File: src/hw/rtl/jsu_pkg.sv
`timescale 1ns / 1ps
// ----------------------------------------------------------------------------
// jsu_pkg
// Types and constants of the JSON string unescaper.
// ----------------------------------------------------------------------------
package jsu_pkg;

  // Decoder modes
  typedef enum logic [3:0] {
    MODE_PLAIN = 4'd0,
    MODE_ESC   = 4'd1,
    MODE_HI0   = 4'd2,
    MODE_HI1   = 4'd3,
    MODE_HI2   = 4'd4,
    MODE_HI3   = 4'd5,
    MODE_BSL   = 4'd6,
    MODE_LU    = 4'd7,
    MODE_LO0   = 4'd8,
    MODE_LO1   = 4'd9,
    MODE_LO2   = 4'd10,
    MODE_LO3   = 4'd11
  } mode_e;

  // Error codes
  localparam logic [1:0] ERR_NONE    = 2'd0;
  localparam logic [1:0] ERR_ESCAPE  = 2'd1;
  localparam logic [1:0] ERR_ENCODE  = 2'd2;
  localparam logic [1:0] ERR_ILLEGAL = 2'd3;

  // Characters
  localparam logic [7:0] CH_QUOTE  = 8'h22;
  localparam logic [7:0] CH_BSLASH = 8'h5C;
  localparam logic [7:0] CH_SLASH  = 8'h2F;
  localparam logic [7:0] CH_B      = 8'h62;
  localparam logic [7:0] CH_F      = 8'h66;
  localparam logic [7:0] CH_N      = 8'h6E;
  localparam logic [7:0] CH_R      = 8'h72;
  localparam logic [7:0] CH_T      = 8'h74;
  localparam logic [7:0] CH_U      = 8'h75;
  localparam logic [7:0] CH_SPACE  = 8'h20;

  // Surrogate prefixes (top six bits of a UTF-16 unit)
  localparam logic [5:0] SURR_HIGH = 6'b110110;
  localparam logic [5:0] SURR_LOW  = 6'b110111;
  localparam logic [20:0] SUPP_BASE = 21'h10000;

  localparam int unsigned MAX_RES = 4;
  localparam int unsigned CNT_W   = $clog2(MAX_RES + 1);

  // One result item
  typedef struct packed {
    logic [7:0] out_byte;
    logic       byte_valid;
    logic       last;
    logic       string_done;
    logic       key_flag;
    logic [1:0] err_code;
  } res_t;

  // All results of one input byte, slot 0 first
  typedef struct packed {
    logic [CNT_W-1:0]       count;
    res_t [MAX_RES-1:0]     slot;
  } burst_t;

endpackage

File: src/hw/rtl/jsu_in_if.sv
`timescale 1ns / 1ps
// ----------------------------------------------------------------------------
// jsu_in_if
// Input byte channel of the JSON string unescaper.
// ----------------------------------------------------------------------------
interface jsu_in_if;
  logic       valid;
  logic       ready;
  logic [7:0] in_byte;
  logic       is_key;

  modport source (output valid, output in_byte, output is_key, input ready);
  modport sink   (input valid, input in_byte, input is_key, output ready);
  modport monitor (input valid, input in_byte, input is_key, input ready);
endinterface

File: src/hw/rtl/jsu_out_if.sv
`timescale 1ns / 1ps
// ----------------------------------------------------------------------------
// jsu_out_if
// Result channel of the JSON string unescaper.
// ----------------------------------------------------------------------------
interface jsu_out_if;
  logic       valid;
  logic       ready;
  logic [7:0] out_byte;
  logic       byte_valid;
  logic       last;
  logic       string_done;
  logic       key_flag;
  logic [1:0] err_code;

  modport source (output valid, output out_byte, output byte_valid, output last,
                  output string_done, output key_flag, output err_code,
                  input ready);
  modport sink   (input valid, input out_byte, input byte_valid, input last,
                  input string_done, input key_flag, input err_code,
                  output ready);
  modport monitor (input valid, input out_byte, input byte_valid, input last,
                   input string_done, input key_flag, input err_code,
                   input ready);
endinterface

File: src/hw/rtl/json_string_unescaper.sv
`timescale 1ns / 1ps
// ----------------------------------------------------------------------------
// json_string_unescaper
// Decodes a JSON string body byte by byte into UTF-8 with end and error marks.
// ----------------------------------------------------------------------------
//   channel  dir  carries
//   in_i     in   in_byte, is_key        raw byte after the opening quote
//   out_o    out  out_byte, byte_valid,  one decoded byte, end or error mark
//                 last, string_done,
//                 key_flag, err_code
//
// One byte per cycle is taken while in_i.ready is high; a byte that yields
// several results holds in_i.ready low until its last result leaves, as the
// result register hands out one result per transfer (up to four results for UTF-8).
// The first result is offered in the cycle after the input transfer.
// Reset clears the mode and empties the result register; no clearing pass.
// A stall on out_o holds the pending result and blocks input while any waits.
// ----------------------------------------------------------------------------
module json_string_unescaper (
  input  logic   clk_i,
  input  logic   rst_ni,
  jsu_in_if.sink    in_i,
  jsu_out_if.source out_o
);

  jsu_pkg::burst_t burst;
  jsu_pkg::res_t   res;
  logic            accept;
  logic            in_ready;

  assign in_i.ready = in_ready;
  assign accept     = in_i.valid && in_ready;

  jsu_decoder u_decoder (
    .clk_i     (clk_i),
    .rst_ni    (rst_ni),
    .accept_i  (accept),
    .in_byte_i (in_i.in_byte),
    .is_key_i  (in_i.is_key),
    .burst_o   (burst)
  );

  jsu_emitter u_emitter (
    .clk_i       (clk_i),
    .rst_ni      (rst_ni),
    .load_i      (accept),
    .burst_i     (burst),
    .out_ready_i (out_o.ready),
    .out_valid_o (out_o.valid),
    .out_res_o   (res),
    .in_ready_o  (in_ready)
  );

  // Drive the result fields.
  assign out_o.out_byte    = res.out_byte;
  assign out_o.byte_valid  = res.byte_valid;
  assign out_o.last        = res.last;
  assign out_o.string_done = res.string_done;
  assign out_o.key_flag    = res.key_flag;
  assign out_o.err_code    = res.err_code;

endmodule

File: src/hw/rtl/jsu_decoder.sv
`timescale 1ns / 1ps
// ----------------------------------------------------------------------------
// jsu_decoder
// Escape state machine and UTF-8 encoder: turns one raw byte into a burst.
// ----------------------------------------------------------------------------
module jsu_decoder (
  input  logic            clk_i,
  input  logic            rst_ni,
  input  logic            accept_i,
  input  logic [7:0]      in_byte_i,
  input  logic            is_key_i,
  output jsu_pkg::burst_t burst_o
);

  jsu_pkg::mode_e mode_q, mode_d;
  logic [15:0]    hi_q, hi_d;
  logic [15:0]    lo_q, lo_d;
  logic [4:0]     hex;
  logic [15:0]    hi_new;
  logic [15:0]    lo_new;
  logic [20:0]    pair_cp;
  logic           hi_surr;
  logic           lo_surr;
  logic           esc_ok;
  logic [7:0]     esc_byte;

  // Build a result that carries a decoded byte.
  function automatic jsu_pkg::res_t mk_byte(input logic [7:0] b, input logic lst);
    jsu_pkg::res_t r;
    r             = '0;
    r.out_byte    = b;
    r.byte_valid  = 1'b1;
    r.last        = lst;
    return r;
  endfunction

  // Build a burst of one complete byte.
  function automatic jsu_pkg::burst_t one_byte(input logic [7:0] b);
    jsu_pkg::burst_t bu;
    bu         = '0;
    bu.count   = jsu_pkg::CNT_W'(1);
    bu.slot[0] = mk_byte(b, 1'b1);
    return bu;
  endfunction

  // Build an error result.
  function automatic jsu_pkg::burst_t mk_err(input logic [1:0] code);
    jsu_pkg::burst_t bu;
    bu                  = '0;
    bu.count            = jsu_pkg::CNT_W'(1);
    bu.slot[0].last     = 1'b1;
    bu.slot[0].err_code = code;
    return bu;
  endfunction

  // Decode a hex digit; bit 4 flags a non-hex character.
  function automatic logic [4:0] hex_digit(input logic [7:0] c);
    logic [4:0] r;
    if (c >= 8'h30 && c <= 8'h39) begin
      r = {1'b0, c[3:0]};
    end else if ((c >= 8'h41 && c <= 8'h46) || (c >= 8'h61 && c <= 8'h66)) begin
      r = {1'b0, c[3:0] + 4'd9};
    end else begin
      r = 5'h10;
    end
    return r;
  endfunction

  // Encode a code point as one to four UTF-8 bytes.
  function automatic jsu_pkg::burst_t enc_cp(input logic [20:0] cp);
    jsu_pkg::burst_t bu;
    bu = '0;
    if (cp < 21'h80) begin
      bu.count   = jsu_pkg::CNT_W'(1);
      bu.slot[0] = mk_byte(cp[7:0], 1'b1);
    end else if (cp < 21'h800) begin
      bu.count   = jsu_pkg::CNT_W'(2);
      bu.slot[0] = mk_byte({3'b110, cp[10:6]}, 1'b0);
      bu.slot[1] = mk_byte({2'b10, cp[5:0]}, 1'b1);
    end else if (cp < jsu_pkg::SUPP_BASE) begin
      bu.count   = jsu_pkg::CNT_W'(3);
      bu.slot[0] = mk_byte({4'b1110, cp[15:12]}, 1'b0);
      bu.slot[1] = mk_byte({2'b10, cp[11:6]}, 1'b0);
      bu.slot[2] = mk_byte({2'b10, cp[5:0]}, 1'b1);
    end else begin
      bu.count   = jsu_pkg::CNT_W'(4);
      bu.slot[0] = mk_byte({5'b11110, cp[20:18]}, 1'b0);
      bu.slot[1] = mk_byte({2'b10, cp[17:12]}, 1'b0);
      bu.slot[2] = mk_byte({2'b10, cp[11:6]}, 1'b0);
      bu.slot[3] = mk_byte({2'b10, cp[5:0]}, 1'b1);
    end
    return bu;
  endfunction

  // Shift the new digit into the units and combine a surrogate pair.
  assign hex     = hex_digit(in_byte_i);
  assign hi_new  = {hi_q[11:0], hex[3:0]};
  assign lo_new  = {lo_q[11:0], hex[3:0]};
  assign hi_surr = (hi_new[15:10] == jsu_pkg::SURR_HIGH);
  assign lo_surr = (lo_new[15:10] == jsu_pkg::SURR_LOW);
  assign pair_cp = jsu_pkg::SUPP_BASE + {1'b0, hi_q[9:0], lo_new[9:0]};

  // Map a single-letter escape to its byte.
  always_comb begin
    esc_ok   = 1'b1;
    esc_byte = in_byte_i;
    unique case (in_byte_i)
      jsu_pkg::CH_QUOTE, jsu_pkg::CH_BSLASH, jsu_pkg::CH_SLASH: esc_byte = in_byte_i;
      jsu_pkg::CH_B: esc_byte = 8'h08;
      jsu_pkg::CH_F: esc_byte = 8'h0C;
      jsu_pkg::CH_N: esc_byte = 8'h0A;
      jsu_pkg::CH_R: esc_byte = 8'h0D;
      jsu_pkg::CH_T: esc_byte = 8'h09;
      default:       esc_ok   = 1'b0;
    endcase
  end

  // Next mode and units for the current byte.
  always_comb begin
    mode_d = mode_q;
    hi_d   = hi_q;
    lo_d   = lo_q;
    unique case (mode_q) inside
      jsu_pkg::MODE_ESC: begin
        if (in_byte_i == jsu_pkg::CH_U) begin
          hi_d   = '0;
          mode_d = jsu_pkg::MODE_HI0;
        end else begin
          mode_d = jsu_pkg::MODE_PLAIN;
          if (!esc_ok) begin
            hi_d = '0;
            lo_d = '0;
          end
        end
      end
      jsu_pkg::MODE_HI0, jsu_pkg::MODE_HI1, jsu_pkg::MODE_HI2, jsu_pkg::MODE_HI3: begin
        if (hex[4]) begin
          mode_d = jsu_pkg::MODE_PLAIN;
          hi_d   = '0;
          lo_d   = '0;
        end else begin
          hi_d = hi_new;
          if (mode_q != jsu_pkg::MODE_HI3) begin
            mode_d = jsu_pkg::mode_e'(mode_q + 4'd1);
          end else if (hi_surr) begin
            mode_d = jsu_pkg::MODE_BSL;
          end else begin
            mode_d = jsu_pkg::MODE_PLAIN;
          end
        end
      end
      jsu_pkg::MODE_BSL: begin
        if (in_byte_i != jsu_pkg::CH_BSLASH) begin
          mode_d = jsu_pkg::MODE_PLAIN;
          hi_d   = '0;
          lo_d   = '0;
        end else begin
          mode_d = jsu_pkg::MODE_LU;
        end
      end
      jsu_pkg::MODE_LU: begin
        if (in_byte_i != jsu_pkg::CH_U) begin
          mode_d = jsu_pkg::MODE_PLAIN;
          hi_d   = '0;
          lo_d   = '0;
        end else begin
          lo_d   = '0;
          mode_d = jsu_pkg::MODE_LO0;
        end
      end
      jsu_pkg::MODE_LO0, jsu_pkg::MODE_LO1, jsu_pkg::MODE_LO2, jsu_pkg::MODE_LO3: begin
        if (hex[4] || (mode_q == jsu_pkg::MODE_LO3 && !lo_surr)) begin
          mode_d = jsu_pkg::MODE_PLAIN;
          hi_d   = '0;
          lo_d   = '0;
        end else if (mode_q != jsu_pkg::MODE_LO3) begin
          lo_d   = lo_new;
          mode_d = jsu_pkg::mode_e'(mode_q + 4'd1);
        end else begin
          lo_d   = lo_new;
          mode_d = jsu_pkg::MODE_PLAIN;
        end
      end
      default: begin
        // plain text and the unused mode codes
        mode_d = jsu_pkg::MODE_PLAIN;
        if (in_byte_i == jsu_pkg::CH_QUOTE || in_byte_i < jsu_pkg::CH_SPACE) begin
          hi_d = '0;
          lo_d = '0;
        end else if (in_byte_i == jsu_pkg::CH_BSLASH) begin
          mode_d = jsu_pkg::MODE_ESC;
        end
      end
    endcase
  end

  // Results of the current byte.
  always_comb begin
    burst_o = '0;
    unique case (mode_q) inside
      jsu_pkg::MODE_ESC: begin
        if (esc_ok) begin
          burst_o = one_byte(esc_byte);
        end else if (in_byte_i != jsu_pkg::CH_U) begin
          burst_o = mk_err(jsu_pkg::ERR_ESCAPE);
        end
      end
      jsu_pkg::MODE_HI0, jsu_pkg::MODE_HI1, jsu_pkg::MODE_HI2, jsu_pkg::MODE_HI3: begin
        if (hex[4]) begin
          burst_o = mk_err(jsu_pkg::ERR_ENCODE);
        end else if (mode_q == jsu_pkg::MODE_HI3 && !hi_surr) begin
          burst_o = enc_cp({5'd0, hi_new});
        end
      end
      jsu_pkg::MODE_BSL: begin
        if (in_byte_i != jsu_pkg::CH_BSLASH) begin
          burst_o = mk_err(jsu_pkg::ERR_ENCODE);
        end
      end
      jsu_pkg::MODE_LU: begin
        if (in_byte_i != jsu_pkg::CH_U) begin
          burst_o = mk_err(jsu_pkg::ERR_ENCODE);
        end
      end
      jsu_pkg::MODE_LO0, jsu_pkg::MODE_LO1, jsu_pkg::MODE_LO2, jsu_pkg::MODE_LO3: begin
        if (hex[4]) begin
          burst_o = mk_err(jsu_pkg::ERR_ENCODE);
        end else if (mode_q == jsu_pkg::MODE_LO3) begin
          burst_o = lo_surr ? enc_cp(pair_cp) : mk_err(jsu_pkg::ERR_ENCODE);
        end
      end
      default: begin
        // plain text and the unused mode codes
        if (in_byte_i == jsu_pkg::CH_QUOTE) begin
          burst_o.count               = jsu_pkg::CNT_W'(1);
          burst_o.slot[0].last        = 1'b1;
          burst_o.slot[0].string_done = 1'b1;
          burst_o.slot[0].key_flag    = is_key_i;
        end else if (in_byte_i < jsu_pkg::CH_SPACE) begin
          burst_o = mk_err(jsu_pkg::ERR_ILLEGAL);
        end else if (in_byte_i != jsu_pkg::CH_BSLASH) begin
          burst_o = one_byte(in_byte_i);
        end
      end
    endcase
  end

  // Advance the mode and units on each transfer.
  always_ff @(posedge clk_i or negedge rst_ni) begin
    if (!rst_ni) begin
      mode_q <= jsu_pkg::MODE_PLAIN;
      hi_q   <= '0;
      lo_q   <= '0;
    end else if (accept_i) begin
      mode_q <= mode_d;
      hi_q   <= hi_d;
      lo_q   <= lo_d;
    end
  end

endmodule

File: src/hw/rtl/jsu_emitter.sv
`timescale 1ns / 1ps
// ----------------------------------------------------------------------------
// jsu_emitter
// Result register: holds one burst and hands it out one result per transfer.
// ----------------------------------------------------------------------------
module jsu_emitter (
  input  logic            clk_i,
  input  logic            rst_ni,
  input  logic            load_i,
  input  jsu_pkg::burst_t burst_i,
  input  logic            out_ready_i,
  output logic            out_valid_o,
  output jsu_pkg::res_t   out_res_o,
  output logic            in_ready_o
);

  logic [jsu_pkg::CNT_W-1:0]         cnt_q, cnt_d;
  jsu_pkg::res_t [jsu_pkg::MAX_RES-1:0] slot_q, slot_d;
  logic                              pop;

  assign out_valid_o = (cnt_q != '0);
  assign out_res_o   = slot_q[0];
  assign pop         = out_valid_o && out_ready_i;

  // Take a new burst when empty or once the last pending result leaves this cycle.
  assign in_ready_o = (cnt_q == '0) || ((cnt_q == jsu_pkg::CNT_W'(1)) && out_ready_i);

  // Load a burst or shift the pending results down.
  always_comb begin
    cnt_d  = cnt_q;
    slot_d = slot_q;
    if (load_i) begin
      cnt_d  = burst_i.count;
      slot_d = burst_i.slot;
    end else if (pop) begin
      cnt_d = cnt_q - jsu_pkg::CNT_W'(1);
      for (int i = 0; i < jsu_pkg::MAX_RES - 1; i++) begin
        slot_d[i] = slot_q[i+1];
      end
      slot_d[jsu_pkg::MAX_RES-1] = '0;
    end
  end

  always_ff @(posedge clk_i or negedge rst_ni) begin
    if (!rst_ni) begin
      cnt_q <= '0;
    end else begin
      cnt_q <= cnt_d;
    end
  end

  // Hold payload without reset.
  always_ff @(posedge clk_i) begin
    slot_q <= slot_d;
  end

endmodule

File: src/flat_wrapper.sv
// flat-port wrapper written by rule: the top's interface ports become plain ports
module json_string_unescaper_flat 
  (clk_i, rst_ni, in_i_valid, in_i_in_byte, in_i_is_key, in_i_ready, out_o_valid, out_o_out_byte, out_o_byte_valid, out_o_last, out_o_string_done, out_o_key_flag, out_o_err_code, out_o_ready);
  jsu_in_if in_i_i ();
  jsu_out_if out_o_i ();
  input  logic clk_i;
  input  logic rst_ni;
  input wire logic [$bits(in_i_i.valid)-1:0] in_i_valid;
  input wire logic [$bits(in_i_i.in_byte)-1:0] in_i_in_byte;
  input wire logic [$bits(in_i_i.is_key)-1:0] in_i_is_key;
  output wire logic [$bits(in_i_i.ready)-1:0] in_i_ready;
  output wire logic [$bits(out_o_i.valid)-1:0] out_o_valid;
  output wire logic [$bits(out_o_i.out_byte)-1:0] out_o_out_byte;
  output wire logic [$bits(out_o_i.byte_valid)-1:0] out_o_byte_valid;
  output wire logic [$bits(out_o_i.last)-1:0] out_o_last;
  output wire logic [$bits(out_o_i.string_done)-1:0] out_o_string_done;
  output wire logic [$bits(out_o_i.key_flag)-1:0] out_o_key_flag;
  output wire logic [$bits(out_o_i.err_code)-1:0] out_o_err_code;
  input wire logic [$bits(out_o_i.ready)-1:0] out_o_ready;
  assign in_i_i.valid = in_i_valid;
  assign in_i_i.in_byte = in_i_in_byte;
  assign in_i_i.is_key = in_i_is_key;
  assign in_i_ready = in_i_i.ready;
  assign out_o_valid = out_o_i.valid;
  assign out_o_out_byte = out_o_i.out_byte;
  assign out_o_byte_valid = out_o_i.byte_valid;
  assign out_o_last = out_o_i.last;
  assign out_o_string_done = out_o_i.string_done;
  assign out_o_key_flag = out_o_i.key_flag;
  assign out_o_err_code = out_o_i.err_code;
  assign out_o_i.ready = out_o_ready;
  json_string_unescaper u_core (.clk_i(clk_i), .rst_ni(rst_ni), .in_i(in_i_i), .out_o(out_o_i));
endmodule
File: config.mk
export PLATFORM = sky130hd
export DESIGN_NAME = json_string_unescaper_flat
export DESIGN_NICKNAME = d
export VERILOG_FILES = /design/src/hw/rtl/jsu_pkg.sv /design/src/hw/rtl/jsu_in_if.sv /design/src/hw/rtl/jsu_out_if.sv /design/src/hw/rtl/json_string_unescaper.sv /design/src/hw/rtl/jsu_decoder.sv /design/src/hw/rtl/jsu_emitter.sv /design/src/flat_wrapper.sv
export SDC_FILE = /design/constraint.sdc
export NUM_CORES = 1
export LEC_CHECK = 0
export ABC_AREA = 1
export BUFFER_PORTS_ARGS = -buffer_cell sky130_fd_sc_hd__buf_2
export CAP_MARGIN = 20
export CORE_MARGIN = 5
export CORE_UTILIZATION = 35
export DETAILED_ROUTE_END_ITERATION = 12
export PLACE_DENSITY = 0.63
export SYNTH_ARGS = -nofsm -noshare
export SYNTH_HDL_FRONTEND = slang
export SYNTH_SLANG_ARGS = --single-unit
File: constraint.sdc
create_clock -name clk_i -period 2 [get_ports clk_i]
set_clock_uncertainty 0.05 [all_clocks]
set_input_delay 0.4 -clock clk_i [delete_from_list [all_inputs] [get_ports clk_i]]
set_output_delay 0.4 -clock clk_i [all_outputs]
set_load 0.1 [all_outputs]
* After elaboration in Yosys (flattened, before gate mapping)
Cells that the tools add are included.
** Cells by class
- $add $sub $neg :: 4
- Order comparisons :: 12
- Equality and inequality tests :: 34
- Muxes and demuxes :: 62
- Reduce and logical (&&, ||, !) cells :: 23
** Operators by type and width (number)
- $mux 59 :: 7
- $pmux 59 s5 :: 1
- $mux 57 :: 4
- $mux 12 :: 10
- $pmux 12 s5 :: 2
- $mux 56 :: 2
- $mux 42 :: 2
- $eq 8x7->1 const B :: 7
- $mux 14 :: 4
- $mux 28 :: 2
- $mux 51 :: 1
- $mux 40 :: 1
- $pmux 8 s5 :: 1
- $mux 3 :: 10
- $mux 26 :: 1
- $mux 4 :: 6
- $add 17x20->21 const A :: 1
- $lt 21x12->1 const B :: 1
- $lt 21x17->1 const B :: 1
- $lt 21x8->1 const B :: 1
- $pmux 4 s5 :: 1
- $eq 4x3->1 const B :: 4
- $eq 4x4->1 const B :: 4
- $eq 8x6->1 const B :: 2
- 33 further kinds :: 59
** Word-level totals
- Register bits :: 87
- Bits of input ports :: 13
- Word-level logic and storage cells :: 163

* Logic depth before layout (Yosys ltp)
- Word-level depth :: 15
- Gate-level depth with buffers :: 16
- Depth with buffers taken out :: 16

* By module
From an unflattened synthesis, not the netlist that was laid out.
** Second synthesis, totals
- Cells, all modules :: 896
- Area, all modules :: 6447.4 sq um
** By module, submodules not included
- jsu_decoder :: instances 1, cells each 627, area an instance 3764.9 sq um, sequential area each 700.7 sq um
- jsu_emitter :: instances 1, cells each 267, area an instance 2675.1 sq um, sequential area each 1756.7 sq um
- json_string_unescaper :: instances 1, cells each 2, area an instance 7.5 sq um, sequential area each 0.0 sq um

* Worst setup path after synthesis
No wires, ideal clock.
- Path type :: register -> register
- Start point :: reg u_core.u_emitter.cnt_q[0] (netlist name)
- End point :: reg u_core.u_decoder.lo_q[2]
- Library setup time :: 117 ps
- Data arrival time :: 3401 ps
- Data required time :: 1833 ps
- Path slack :: -1567 ps
- Cell stages (with the launch flop) :: 14
- Path buffers :: 1
- Period minus slack after synthesis :: 3567 ps
- Path through :: dfrtp_1 inv_1 ha_1 nand2_1 nand2_1 nand2_1 clkinv_1 nand2_2 nor2_4 nand3_4 nor2_4 buf_6 nand2_1 nand2_1
** Between the ends
- Cells in the longest elaborated chain, start to end :: 5
- Elaborated cells between the ends (all ways) :: 6
- Those cells by class :: 1 x eq/ne; 5 x reduce/logical
** Ends and longest elaborated chain
- from (decl) :: RTL line jsu_emitter.sv:17 : logic [jsu_pkg::CNT_W-1:0] cnt_q, cnt_d;
- from (signal assigned) :: RTL line jsu_emitter.sv:48 : cnt_q <= cnt_d;
- $eq 3x1->1 :: RTL line jsu_emitter.sv:26 : assign in_ready_o = (cnt_q == '0) || ((cnt_q == jsu_pkg::CNT_W'(1)) && out_ready_i);
- $logic_and 1x1->1 :: RTL line jsu_emitter.sv:26
- $logic_or 1x1->1 (*) :: RTL line jsu_emitter.sv:26
- via in_i_ready :: RTL line flat_wrapper.sv:11 : output wire logic [$bits(in_i_i.ready)-1:0] in_i_ready;
- $logic_and 1x1->1 (*) :: RTL line json_string_unescaper.sv:32 : assign accept = in_i.valid && in_ready;
- $reduce_and 6->1 (no line) (*)
- to (signal assigned) :: RTL line jsu_decoder.sv:257 : lo_q <= lo_d;
- to (decl) :: RTL line jsu_decoder.sv:17 : logic [15:0] lo_q, lo_d;
Mark *: on every way through the listed nets, which the timed path passes. The rest lies on a longest branch.
A chain may end at the register's enable or synchronous reset.

==> results.toml <==
[status]
status = "finished, violations left"
failing_checks = "setup timing"

[power]
max-vdd-ir-drop_mv = 0.449
design_power_total_mw = 7.72
powerDensity_mw_per_mm2 = 1010
power.static_leakage_nw = 3.64

[route]
antenna_violating_nets_post_route = 0
routed_vias_inst = 4.93
drt_drc_violations_left = 0
drt_iter0_markers = 428
number_of_optimization_iterations_in_the_first_detailed_route_pass = 5
detail_route.wirelength_um = 16700
vias = 5345
wire_per_inst_um = 15.4

[clocking]
numClockSinks = 68
cts.clk_slew.worst_paths_ns = 0.06
clock_path_buffers = 2
tritoncts.num_buffers = 9
h_tree_level_count = 3
clock-root-buffer = "clkbuf_16"
clock_insertion_delay_worst_skew_ns = 0.35
cts_tree = "built"

[critical_path]
crit_required_ns = 2.05
critical_path_class = "flip-flop to flip-flop"
timing.critical_path.from_type = "flip-flop"
setup.worst_path.end_class = "flip-flop"
worst_ep_arrival_time_ns = 2.20
critical_path.max_fanout = 6

[die]
die_w_um = 129
top_level_ports = 29
die_area_mm2 = 0.0167
core_mm2 = 0.0139
floorplan.initialDensity_pct = 35.7
y_dimension_of_the_die_um = 129
num_rows = 43

[timing]
final_critical_path_setup_slack_ns = -0.150
grt_setup_unrepaired = "true"
slew_violations = 0
setup_viol_count_final = 55
worst_slew_margin_rel_pct = 65.4
final-hold-violation-count = 0
timing.final.crit_share_pct = 107
fin_worst_hold_slack_ns = 0.369
setup-tns-final_ns = -3.72
max_clock_freq_mhz = 465
worst_pin_slew_ns = 0.520
period_needed_ns = 2.15

[yosys]
postSynthCellCount = 706
synth_warnings = 0
synth-main-ff-cell = "edfxtp_1"
post_synth_num_cell_types = 36
postSynthNetCount = 733
yosys_register_bits = 68
post_synth_instance_area_mm2 = 0.00496
ys_async_sr_fraction_pct = 45.6
yosysSeqAreaShare_pct = 38.0
number_of_enable_flip_flop_cells_after_synthesis = 37
average_size_of_a_mapped_cell_um2 = 7.03

[global_routing]
antenna_found_initial = 0
number_of_global_route_vias_before_repair = 5301
grt_start_max_net_pins = 30
grt_pass1_wl_um = 26900
globalRouteTotalUtil_pct = 20.7
globalRoute.totalOverflow = 0

[finish]
post-route-util_pct = 55.2
filler_cell_count = 1239
nNetsFinal = 926
areaGrowthSynthToFinish_pct = 54.6
proportion_of_layout_cells_with_a_drive_suffix_above_1_pct = 45.1
antenna_cells_inserted = 0

[hold_path]
worstHoldPathType = "input port to flip-flop"

[placed_design]
place_congestion = 0.940
portBuffers = 28
dpl.hpwl_um = 12100

[job]
max-cap-violations = 0
[through the flow]
stage	setup slack, ns	area [um2]	cells
CTS	-0.0754	7320	1079
global placement	-0.293	6460	1035
floorplan	-0.0763	5140	706
global route	-0.233	7670	1084
finish	-0.150	7670	1084
detailed placement	-0.325	6460	1035
[layer usage]
| layer | vias to the layer above | track usage (%) | routed length (um) |
|---|---|---|---|
| li1 | 2674 | - | - |
| met1 | 2488 | 26.6 | 7170 |
| met2 | 143 | 34.8 | 8160 |
| met3 | 40 | 3.34 | 786 |
| met4 | 0 | 8.09 | 533 |
| met5 | - | 0 | 0 |
[kinds of logic after synthesis]
logic type | Yosys count | share of synthesized area (%)
buffers and inverters | 113 | 10.1
AND/OR/NAND/NOR | 414 | 37.0
flip-flops | 68 | 38.0
AO/OA/AOI/OAI | 93 | 10.6
adder cells (fa/ha/maj) | 14 | 3.53
XOR/XNOR | 4 | 0.706
[cell usage in the layout, fill, tap and decap left out, types with 10 or more instances in the layout]
master and instances:
nand2_1 209, buf_4 152, inv_1 50, nand2_2 48, nor2_1 42, nand3_1 37, edfxtp_1 37, buf_2 26
dfrtp_1 26, inv_2 23, nor2_4 19, o21ai_1 19, o21ai_0 19, buf_6 16, nand2_4 13, nor2_2 13
a21oi_1 13, nand3_2 11, inv_4 10, o21ai_2 10
[path summary, 6_finish.rpt]
check | slack [ns] | startpoint | endpoint | depth (start not counted)
max in group asynchronous | 0.84 | rst_ni | u_core.u_decoder.mode_q[1] | 3
min | 0.37 | in_i_is_key | u_core.u_emitter.out_res_o[2] | 2
max | -0.15 | u_core.u_decoder.hi_q[6] | u_core.u_emitter.out_res_o[7] | 15
max reg2reg | -0.15 | u_core.u_decoder.hi_q[6] | u_core.u_emitter.out_res_o[7] | 15
min reg2reg | 0.43 | u_core.u_decoder.lo_q[11] | u_core.u_decoder.lo_q[11] | 2
min in group asynchronous | 0.51 | rst_ni | u_core.u_decoder.lo_q[8] | 2
[worst max-delay path: stages, from the launching register on]
cell	delay [ns]
dfrtp_2	0.46
ha_4	0.19
inv_2	0.05
nand2_2	0.04
nand2_2	0.07
nand3_2	0.09
nor2_4	0.13
buf_12	0.13
nand3_4	0.11
inv_4	0.09
nor2_4	0.06
buf_12	0.13
nand2_4	0.06
nand4_1	0.09
nand2_1	0.09
nand2_1	0.06
[synthesized netlist by cell type, types with 6 or more instances]
cell type	count	area [um2]
buf_4	15	113
dfrtp_1	31	776
nand4_1	9	56.3
nand2_1	262	983
o21ai_0	30	150
nor2_2	8	50.1
a21oi_1	19	95.1
nand3_1	48	240
nor2_1	56	210
nor2_4	8	90.1
o21ai_1	19	95.1
o211ai_1	7	52.6
inv_1	70	263
edfxtp_1	37	1110
nand2_2	8	50.1
ha_1	14	175
inv_2	14	52.6
a22oi_1	6	45.0
[power by group]
group | switching [mW] | total, mW | internal, mW
clock | 0.649 | 1.79 | 1.14
sequential | 0.156 | 1.99 | 1.83
combinational | 2.43 | 3.95 | 1.52
[what timing repair did]
| item | in CTS | in global routing |
|---|---|---|
| endpoints found under the setup margin | 65 | 65 |
| gates resized for setup | 76 | 97 |
| pin swaps | 30 | 44 |
| hold buffers | 1 | 0 |
| setup buffers | 23 | 10 |
| hold endpoints to repair | 15 | 0 |
| cloned | 5 | 1 |
[layout make-up]
type,count,area [um2],share of cell area [%]
Timing Repair Buffer,202,1600,20.8
Clock buffer,10,239,3.12
Multi-Input combinational cell,530,3260,42.5
Sequential cell,68,1890,24.7
Clock inverter,6,95.1,1.24
Tap cell,180,225,2.94
Inverter,88,362,4.72
[state kept, by name, indices dropped and copies added, names as in the netlist]
name and count:
u_core.u_emitter.out_res_o 14, u_core.u_decoder.mode_q 4, u_core.u_decoder.lo_q 12, u_core.u_decoder.hi_q 12, u_core.u_emitter.slot_q 23, u_core.u_emitter.cnt_q 3
(Power assumes the default switching activity.)
